===== src/design/cnia_pkg.sv =====
// Package for the CAN node-ID allocatee block: payload structs, phase and
// code enums, configuration register indexes and fixed protocol constants.
// No dependencies.
`timescale 1ns / 1ps

package cnia_pkg;

  // Configuration register indexes
  localparam int unsigned CfgIdxW = 3;
  localparam logic [CfgIdxW-1:0] CFG_NODE_MODE     = 3'd0;
  localparam logic [CfgIdxW-1:0] CFG_START_NODE_ID = 3'd1;
  localparam logic [CfgIdxW-1:0] CFG_UID_HASH      = 3'd2;
  localparam logic [CfgIdxW-1:0] CFG_DISC_ID       = 3'd3;
  localparam logic [CfgIdxW-1:0] CFG_DISC_LEN      = 3'd4;
  localparam logic [CfgIdxW-1:0] CFG_ASGN_ID       = 3'd5;
  localparam logic [CfgIdxW-1:0] CFG_ASGN_LEN      = 3'd6;

  localparam int unsigned CfgDataW = 48;

  // Broadcast node ID, never usable as an own ID
  localparam logic [4:0] BROADCAST_ID = 5'd31;

  typedef enum logic [1:0] {
    KIND_TICK     = 2'd0,
    KIND_START    = 2'd1,
    KIND_DISCOVER = 2'd2,
    KIND_ASSIGN   = 2'd3
  } kind_e;

  typedef enum logic [1:0] {
    MODE_REASSIGN = 2'd0,
    MODE_FIXED    = 2'd1,
    MODE_RSVD2    = 2'd2,
    MODE_RSVD3    = 2'd3
  } mode_e;

  typedef enum logic [1:0] {
    FRAME_NONE      = 2'd0,
    FRAME_ADVERTISE = 2'd1,
    FRAME_ACK       = 2'd2
  } frame_e;

  typedef enum logic [2:0] {
    PH_IDLE         = 3'd0,
    PH_AWAIT_DISC   = 3'd1,
    PH_DISC_STARTED = 3'd2,
    PH_ADVERTISE    = 3'd3,
    PH_AWAIT_ASSIGN = 3'd4,
    PH_ASSIGNED     = 3'd5,
    PH_ACK          = 3'd6
  } phase_e;

  // One input item
  typedef struct packed {
    logic [1:0]  kind;
    logic [10:0] frame_id;
    logic [3:0]  frame_len;
    logic [7:0]  rx_session;
    logic [47:0] rx_uid;
    logic [15:0] rx_offer_id;
  } in_item_t;

  // One result item
  typedef struct packed {
    logic        accepted;
    logic [1:0]  frame_out;
    logic [4:0]  out_node_id;
    logic [47:0] out_uid;
    logic [7:0]  out_session;
    logic        out_mode;
    logic        assigned_done;
    logic [2:0]  phase_now;
  } out_item_t;

  // Configuration registers as seen by the step logic
  typedef struct packed {
    logic [1:0]  node_mode;
    logic [4:0]  start_node_id;
    logic [47:0] uid_hash;
    logic [10:0] disc_id;
    logic [3:0]  disc_len;
    logic [10:0] asgn_id;
    logic [3:0]  asgn_len;
  } cfg_t;

  // Handshake state carried from item to item
  typedef struct packed {
    phase_e      phase;
    logic [7:0]  session;
    logic [4:0]  held_node;
    logic        fixed_mode;
  } state_t;

endpackage


===== src/design/cnia_step.sv =====
// Combinational step of the node-ID allocatee handshake: one item plus the
// current state gives the next state and the result item.
// Depends on cnia_pkg.
`timescale 1ns / 1ps

module cnia_step #(
  parameter int unsigned MAX_NODE_ID = 30
) (
  input  cnia_pkg::in_item_t  item_i,
  input  cnia_pkg::cfg_t      cfg_i,
  input  cnia_pkg::state_t    state_i,
  output cnia_pkg::state_t    state_o,
  output cnia_pkg::out_item_t result_o
);
  import cnia_pkg::*;

  logic start_ok;
  logic disc_ok;
  logic asgn_ok;

  // Start: mode not reserved, ID in range and not broadcast, fixed needs an ID
  assign start_ok = ((cfg_i.node_mode == MODE_REASSIGN) || (cfg_i.node_mode == MODE_FIXED))
                 && ({3'b000, cfg_i.start_node_id} <= 8'(MAX_NODE_ID))
                 && (cfg_i.start_node_id != BROADCAST_ID)
                 && !((cfg_i.node_mode == MODE_FIXED) && (cfg_i.start_node_id == 5'd0));

  // Discover frame header match while waiting for discovery
  assign disc_ok = (state_i.phase == PH_AWAIT_DISC)
                && (item_i.frame_id == cfg_i.disc_id)
                && (item_i.frame_len == cfg_i.disc_len);

  // Assign frame, reassign mode only: header, UID, session and offered ID all have to fit
  assign asgn_ok = (state_i.phase == PH_AWAIT_ASSIGN) && !state_i.fixed_mode
                && (item_i.frame_id == cfg_i.asgn_id)
                && (item_i.frame_len == cfg_i.asgn_len)
                && (item_i.rx_uid == cfg_i.uid_hash)
                && (item_i.rx_session == state_i.session)
                && (item_i.rx_offer_id != 16'd0)
                && (item_i.rx_offer_id <= 16'(MAX_NODE_ID))
                && (item_i.rx_offer_id < {11'd0, BROADCAST_ID});

  always_comb begin
    state_o  = state_i;
    result_o = '0;
    case (item_i.kind)
      KIND_START: begin
        if (start_ok) begin
          state_o.fixed_mode = (cfg_i.node_mode == MODE_FIXED);
          state_o.held_node  = cfg_i.start_node_id;
          state_o.session    = 8'd0;
          state_o.phase      = PH_AWAIT_DISC;
          result_o.accepted  = 1'b1;
        end
      end
      KIND_DISCOVER: begin
        if (disc_ok) begin
          state_o.session   = item_i.rx_session;
          state_o.phase     = PH_DISC_STARTED;
          result_o.accepted = 1'b1;
        end
      end
      KIND_ASSIGN: begin
        if (asgn_ok) begin
          state_o.held_node = item_i.rx_offer_id[4:0];
          state_o.phase     = PH_ASSIGNED;
          result_o.accepted = 1'b1;
        end
      end
      default: begin
        // tick: advance the timed phases, send frames
        case (state_i.phase)
          PH_DISC_STARTED: state_o.phase = PH_ADVERTISE;
          PH_ADVERTISE: begin
            result_o.frame_out   = FRAME_ADVERTISE;
            result_o.out_node_id = state_i.held_node;
            result_o.out_uid     = cfg_i.uid_hash;
            result_o.out_session = state_i.session;
            result_o.out_mode    = state_i.fixed_mode;
            state_o.phase        = state_i.fixed_mode ? PH_AWAIT_DISC : PH_AWAIT_ASSIGN;
          end
          PH_ASSIGNED: state_o.phase = PH_ACK;
          PH_ACK: begin
            result_o.frame_out     = FRAME_ACK;
            result_o.out_node_id   = state_i.held_node;
            result_o.out_uid       = cfg_i.uid_hash;
            result_o.out_session   = state_i.session;
            result_o.assigned_done = 1'b1;
            state_o.phase          = PH_AWAIT_DISC;
          end
          default: ;
        endcase
      end
    endcase
    result_o.phase_now = state_o.phase;
  end

endmodule


===== src/design/can_node_id_allocatee_fsm.sv =====
// Top level of the CAN node-ID allocatee: input register, handshake state,
// configuration registers and result register. Depends on cnia_pkg, cnia_step.
`timescale 1ns / 1ps

// Node side of the bus node-ID allocation handshake. Every accepted item
// (tick, start, discover frame, assign frame) gives exactly one result item,
// shown on the outputs once it reaches the result register: the item is
// captured in an input register, the step logic works on it and the result is
// captured in the result register. One item per cycle is taken in steady state
// while results are not stalled; the input register and the result register
// each hold one item, so while a result is stalled one more item is still
// taken before the input stalls. Configuration writes are always ready and take
// effect on the next cycle; write them only while no item is in flight.
module can_node_id_allocatee_fsm #(
  parameter int unsigned MAX_NODE_ID = 30
) (
  input  logic                              clk_i,
  input  logic                              rst_ni,
  // input items
  input  logic                              in_valid_i,
  output logic                              in_stall_o,
  input  cnia_pkg::in_item_t                in_data_i,
  // result items
  output logic                              out_valid_o,
  input  logic                              out_stall_i,
  output cnia_pkg::out_item_t               out_data_o,
  // configuration writes
  input  logic                              cfg_valid_i,
  output logic                              cfg_ready_o,
  input  logic [cnia_pkg::CfgIdxW-1:0]      cfg_index_i,
  input  logic [cnia_pkg::CfgDataW-1:0]     cfg_data_i
);
  import cnia_pkg::*;

  logic      in_valid_q;
  in_item_t  in_item_q;
  logic      out_valid_q;
  out_item_t out_item_q;
  cfg_t      cfg_q;
  state_t    state_q;
  state_t    state_d;
  out_item_t result_d;
  logic      advance;
  logic      in_take;

  // Input register moves on when the result register is free or being drained
  assign advance    = in_valid_q && (!out_valid_q || !out_stall_i);
  assign in_stall_o = in_valid_q && !advance;
  assign in_take    = in_valid_i && !in_stall_o;

  assign cfg_ready_o = 1'b1;
  assign out_valid_o = out_valid_q;
  assign out_data_o  = out_item_q;

  cnia_step #(
    .MAX_NODE_ID (MAX_NODE_ID)
  ) u_step (
    .item_i   (in_item_q),
    .cfg_i    (cfg_q),
    .state_i  (state_q),
    .state_o  (state_d),
    .result_o (result_d)
  );

  // Control state, handshake state and configuration
  always_ff @(posedge clk_i or negedge rst_ni) begin
    if (!rst_ni) begin
      in_valid_q  <= 1'b0;
      out_valid_q <= 1'b0;
      cfg_q       <= '0;
      state_q     <= '{phase: PH_IDLE, session: 8'd0, held_node: 5'd0, fixed_mode: 1'b0};
    end else begin
      if (in_take) begin
        in_valid_q <= 1'b1;
      end else if (advance) begin
        in_valid_q <= 1'b0;
      end
      if (advance) begin
        out_valid_q <= 1'b1;
        state_q     <= state_d;
      end else if (!out_stall_i) begin
        out_valid_q <= 1'b0;
      end
      if (cfg_valid_i) begin
        case (cfg_index_i)
          CFG_NODE_MODE:     cfg_q.node_mode     <= cfg_data_i[1:0];
          CFG_START_NODE_ID: cfg_q.start_node_id <= cfg_data_i[4:0];
          CFG_UID_HASH:      cfg_q.uid_hash      <= cfg_data_i[47:0];
          CFG_DISC_ID:       cfg_q.disc_id       <= cfg_data_i[10:0];
          CFG_DISC_LEN:      cfg_q.disc_len      <= cfg_data_i[3:0];
          CFG_ASGN_ID:       cfg_q.asgn_id       <= cfg_data_i[10:0];
          CFG_ASGN_LEN:      cfg_q.asgn_len      <= cfg_data_i[3:0];
          default: ;
        endcase
      end
    end
  end

  // Payload registers
  always_ff @(posedge clk_i) begin
    if (in_take) begin
      in_item_q <= in_data_i;
    end
    if (advance) begin
      out_item_q <= result_d;
    end
  end

endmodule


===== config.mk =====
export PLATFORM = sky130hd
export DESIGN_NAME = can_node_id_allocatee_fsm
export DESIGN_NICKNAME = d
export VERILOG_FILES = /design/src/design/cnia_pkg.sv /design/src/design/cnia_step.sv /design/src/design/can_node_id_allocatee_fsm.sv
export SDC_FILE = /design/constraint.sdc
export NUM_CORES = 1
export LEC_CHECK = 0
export ABC_AREA = 1
export BUFFER_PORTS_ARGS = -buffer_cell sky130_fd_sc_hd__buf_2
export CORE_UTILIZATION = 43
export CTS_CLUSTER_DIAMETER = 200
export DETAILED_ROUTE_END_ITERATION = 16
export PLACE_DENSITY = 0.7
export SETUP_SLACK_MARGIN = 0.4
export SLEW_MARGIN = 5
export SYNTH_ARGS = -nofsm -noshare
export SYNTH_HDL_FRONTEND = slang
export SYNTH_SLANG_ARGS = --single-unit

===== constraint.sdc =====
create_clock -name clk_i -period 3.6 [get_ports clk_i]
set_input_delay 0.36 -clock clk_i [delete_from_list [all_inputs] [get_ports clk_i]]
set_output_delay 0.36 -clock clk_i [all_outputs]
set_load 0.1 [all_outputs]

---- Word-level counts from Yosys, hierarchy flattened ----
Index checks and enable logic that the tools add are counted.
storage, ports and cells
  output and inout bits ................... 72
  word-level logic and storage cells ...... 121
  bits in registers ....................... 262
  bits of input ports ..................... 145
operators by class
  muxes and demuxes ....................... 19
  reductions and logical operators ........ 44
  eq/ne operators ......................... 27
  bitwise operators ....................... 1
  $lt $le $gt $ge ......................... 3
operators by type and width
  kind                                                              count
  one-hot mux 63 bit (2 select lines)                               1
  equality test 48 bit                                              1
  equality test 11 bit                                              2
  equality test 3 bit (second input constant)                       6
  logical AND 1 bit                                                 17
  two-way mux 17 bit                                                1
  less-or-equal comparator 16 x 5 -> 1 bit (second input constant)  1
  less-than comparator 16 x 5 -> 1 bit (second input constant)      1
  one-hot mux 8 bit (2 select lines)                                1
  nonzero test 16 bit                                               1
  AND reduction 2 bit                                               7
  equality test 3 x 2 -> 1 bit (second input constant)              4
  one-hot mux 3 bit (4 select lines)                                1
  two-way mux 11 bit                                                1
  one-hot mux 5 bit (2 select lines)                                1
  one-hot mux 3 bit (3 select lines)                                1
  equality test 4 bit                                               2
  equality test 8 bit                                               1
  two-way mux 1 bit                                                 8
  != test 2 x 1 -> 1 bit (second input constant)                    4
  AND reduction 4 bit                                               2
  equality test 3 x 1 -> 1 bit (second input constant)              2
  zero test 1 bit                                                   6
  two-way mux 3 bit                                                 2
  other kinds (15)                                                  20

---- Longest topological paths before layout ----
  word-level depth ........................ 11
  depth in mapped cells ................... 14
  depth with buffers taken out ............ 14

---- Cells and area by module ----
A second synthesis with hierarchy kept.
unflattened totals
  cells, all modules ...................... 1399
  area total of the unflattened synthesis .. 12175.4 um2
modules (own cells, without submodules)
  module                     seq. area each (um2)  area each (um2)  times used  cells each
  can_node_id_allocatee_fsm  7347.0                8829.7           1           626
  cnia_step                  0.0                   3345.7           1           773

---- Least setup slack after synthesis ----
No wires, ideal clock.
  path kind ............................... flip-flop to flip-flop
  start point ............................. reg out_valid_q, in the netlist out_valid_o
  end point ............................... reg in_item_q[0] in the netlist's numbering, enable pin
  required time ........................... 2.950 ns
  arrival ................................. 3.676 ns
  buffers on the path ..................... 0
  period minus slack after synthesis ...... 4.326 ns
  setup time .............................. 0.650 ns
  cell stages (with the launch flop) ...... 6
  path slack .............................. -0.726 ns
  cell sequence ........................... dfrtp_1 -> nand2_1 -> nor2_1 -> inv_1 -> nand2_1 -> inv_1
on the way
  longest elaborated chain between the ends .. 7
ends and longest elaborated chain
  item                      RTL line                          text
  start: declaration        can_node_id_allocatee_fsm.sv:37   logic out_valid_q;
  start signal: assignment  can_node_id_allocatee_fsm.sv:69   out_valid_q <= 1'b0;
  start signal: assignment  can_node_id_allocatee_fsm.sv:79   out_valid_q <= 1'b1;
  start signal: assignment  can_node_id_allocatee_fsm.sv:82   out_valid_q <= 1'b0;
  zero test 1 bit           can_node_id_allocatee_fsm.sv:47   assign advance = in_valid_q && (!out_valid_q || !out_stall_i);
  logical OR 1 bit          can_node_id_allocatee_fsm.sv:47
  logical AND 1 bit         can_node_id_allocatee_fsm.sv:47
  zero test 1 bit           can_node_id_allocatee_fsm.sv:48   assign in_stall_o = in_valid_q && !advance;
  logical AND 1 bit         can_node_id_allocatee_fsm.sv:48
  named net in_stall_o      can_node_id_allocatee_fsm.sv:21   output logic in_stall_o,
  zero test 1 bit           can_node_id_allocatee_fsm.sv:49   assign in_take = in_valid_i && !in_stall_o;
  logical AND 1 bit         can_node_id_allocatee_fsm.sv:49
  named net in_take         can_node_id_allocatee_fsm.sv:44   logic in_take;
  end signal: assignment    can_node_id_allocatee_fsm.sv:102  in_item_q <= in_data_i;
  end: declaration          can_node_id_allocatee_fsm.sv:36   in_item_t in_item_q;
The timed path passes the listed nets, and every way through them passes these cells.
A chain may end at the register's enable or synchronous reset.

---- Worst setup path in the final report ----
  start point ............................. reg in_item_q[88] in the netlist's numbering
  end point ............................... reg out_item_q, in the netlist out_data_o[7], data pin
on the way
  longest elaborated chain between the ends .. 2
  elaborated cells between the ends (all ways) .. 4
  those cells by class .................... eq/ne (3); reduce/logical (1)
ends and longest elaborated chain
  item                                                                 RTL line                          text
  equality test 2 x 1 -> 1 bit or equality test 2 bit (tied branches)  cnia_step.sv:45                   case (item_i.kind)
  OR reduction 3 bit (no line) *                                       n/a
  end signal: assignment                                               can_node_id_allocatee_fsm.sv:105  out_item_q <= result_d;
  end: declaration                                                     can_node_id_allocatee_fsm.sv:38   out_item_t out_item_q;
Mark *: on every way between the ends. The rest lies on a longest branch, timed or not.

==> results.json <==
{
  "hp-class": "primary input to register",
  "ys_ff_latch": 262,
  "synthFlopType": "edfxtp_1",
  "cp_max_fo": 26,
  "grt_max_degree": 88,
  "dieArea_sq_um": 26400,
  "max_freq_ghz": 0.420,
  "critPathTopFamily": "buffers and inverters",
  "max_stage_delay_ns": 0.55,
  "chipWidth_um": 163,
  "max-vdd-ir-drop_v": 0.000372,
  "post-cts-setup-buffer-count": 0,
  "syn-cell-area_sq_um": 11100,
  "required_ns": 3.97,
  "synth-edff-count": 158,
  "cp_cell_sequence": "inv_1 > ha_1 > buf_4 > clkinv_1 > buf_4 > nor3_1",
  "area_growth_pct": 30.5,
  "drt_wl_total_um": 30600,
  "endpoint_kind": "register",
  "cap_violations": 0,
  "portBuffers": 215,
  "cts_root_buf": "clkbuf_16",
  "synth_most_common_cell": "nand2_1",
  "p_per_area_nw_per_um2": 603,
  "die_y_um": 163,
  "dr_wl_met2_um": 14600,
  "drive_gt1_frac": 0.212,
  "fillers": 2149,
  "critical_path_class": "register to register",
  "syn-num-nets": 1267,
  "hold_ws_ns": 0.0182,
  "synth_top_area_share": 0.428,
  "slowest_stage": "clkinv_1",
  "tightest_slew_ns": 1.15,
  "hold_violations": 0,
  "path_common_cell": "buf_4",
  "finalSetupTns_ns": 0,
  "clk_latency_ns": 0.55,
  "rsz0062_at_grt": "no",
  "dp_hpwl_um": 21300,
  "p_leak_uw": 0.00668,
  "wl_met3_um": 2360,
  "cts_tree": "built",
  "cts_inserted_buffers": 29,
  "ys_types": 36,
  "clock-sinks": 262,
  "grt_usage": 0.230,
  "slew_violations": 0,
  "topRoutingLayerUsed": "met4",
  "grt_overflow": 0,
  "clockBufferDepth": 3,
  "synth_area_per_cell_sq_um": 9.93,
  "grt_pass1_vias": 8313,
  "routed-via-count": 8763,
  "yosys_warnings": 0,
  "ys_async_sr_fraction": 0.397,
  "outcome": "finished, final reports clean",
  "crit_arrival_ns": 2.74,
  "ant_nets": 0,
  "avgViaCountPerCell": 4.93,
  "gp_congestion": 0.846,
  "drt-pass1-iter-count": 5,
  "synthTopCellsByArea": "edfxtp_1 43%, dfrtp_1 23%, nand2_1 11%",
  "initial_utilization": 0.439,
  "relSlewSlack": 0.235,
  "antenna_found_initial": 0,
  "num_rows": 58,
  "skew_ns": 0.0179,
  "antennaDiodeCount": 0,
  "h-tree-depth": 1,
  "min_period_ns": 2.38,
  "fin_crit_sh": 0.661,
  "wl_per_cell_um": 17.2,
  "path_clk_slew_ns": 0.06,
  "path_buf_inv": 4,
  "grt_pass1_wl_um": 45500,
  "yosysSeqAreaShare": 0.663,
  "synth_area_leader_cell": "edfxtp_1",
  "coreArea_sq_um": 25300,
  "finalNetCount": 1575,
  "setup_viol_count_final": 0,
  "met1_length_um": 12800,
  "cp-start-kind": "register",
  "drtIter0Drc": 964,
  "drc": 0,
  "ios": 217,
  "synth_commonest_cells": "311 x nand2_1, 158 x edfxtp_1, 149 x inv_1",
  "syn_inst": 1117
}
[metrics by stage]
step | cells | setup slack, ns | power (uW) | instance area, sq um | util
floorplan | 1117 | 0.409 | 4920 | 11100 | -
global placement | 1641 | 1.37 | 5350 | 12600 | 0.497
detailed placement | 1641 | 1.25 | 5380 | 12600 | 0.497
CTS | 1773 | 1.25 | 8750 | 14400 | 0.571
global route | 1777 | 1.06 | 9050 | 14500 | 0.573
finish | 1777 | 1.22 | 8720 | 14500 | 0.573
[power by group]
group          switching (uW)  leakage [uW]  internal (uW)
Combinational            1150       0.00334            420
Sequential                250       0.00280           3590
Clock                    1210      0.000534           2100
Total                    2610       0.00668           6110
[state kept, by name, summed over array words and instances (netlist names)]
name	count
in_item_q	89
out_data_o	69
out_valid_o	1
in_valid_q	1
state_q	17
cfg_q	85
[metal layers]
layer,global-route usage,vias to the layer above
met1,0.311,4111
li1,-,4214
met3,0.0328,52
met2,0.384,386
met5,0,-
met4,0.0726,0
[what timing repair did]
| action | 4_1_cts | 5_1_grt |
|---|---|---|
| gates resized for setup | 0 | 0 |
| endpoints found under the setup margin | 0 | 0 |
| hold endpoints to repair | 142 | 4 |
| hold buffers | 79 | 4 |
[cell families after synthesis]
logic type | Yosys count | share of synthesized area
AO/OA/AOI/OAI | 137 | 0.0658
XOR/XNOR | 7 | 0.00553
adder cells (fa/ha/maj) | 5 | 0.00564
buffers and inverters | 181 | 0.0625
flip-flops | 262 | 0.663
multiplexers | 9 | 0.00914
other | 1 | 0.000338
AND/OR/NAND/NOR | 515 | 0.189
[cell type report]
cell class / instances / area, sq um / area share
clock buffers: 37 / 816 / 0.0564
clock inverters: 16 / 270 / 0.0187
inverters: 152 / 574 / 0.0397
multi-input cells: 674 / 3070 / 0.212
flip-flops and latches: 262 / 7350 / 0.508
well taps: 330 / 413 / 0.0285
repair buffers: 306 / 1970 / 0.136
[worst paths after layout]
path                                from             to  slack, ns  cells past startpoint
setup / recovery           in_item_q[88]  out_data_o[7]       1.22                      6
hold / removal             in_data_i[44]  in_item_q[44]       0.02                      1
setup reg to reg           in_item_q[88]  out_data_o[7]       1.22                      6
hold reg to reg                cfg_q[31]      cfg_q[31]       0.49                      2
max in group asynchronous         rst_ni      cfg_q[67]       2.24                      3
min in group asynchronous         rst_ni     in_valid_q       0.46                      2
[worst register-to-register path, stage by stage (launching register included)]
cell      delay (ns)
edfxtp_1        0.43
inv_1           0.13
ha_1            0.15
buf_4           0.23
clkinv_1        0.56
buf_4           0.48
nor3_1          0.24
[layout by cell type (no fill, tap or decap), drive strengths merged, types with 8 or more instances in the layout]
cell type    count
nand2          315
nor3            47
inv            152
clkbuf          37
nand3           15
edfxtp         158
dfrtp          104
o21ai           91
a21oi           34
nor2           132
mux2             9
buf            223
dlygate4sd3     83
a22o             8
No activity file was read; power rests on OpenSTA's default activity.
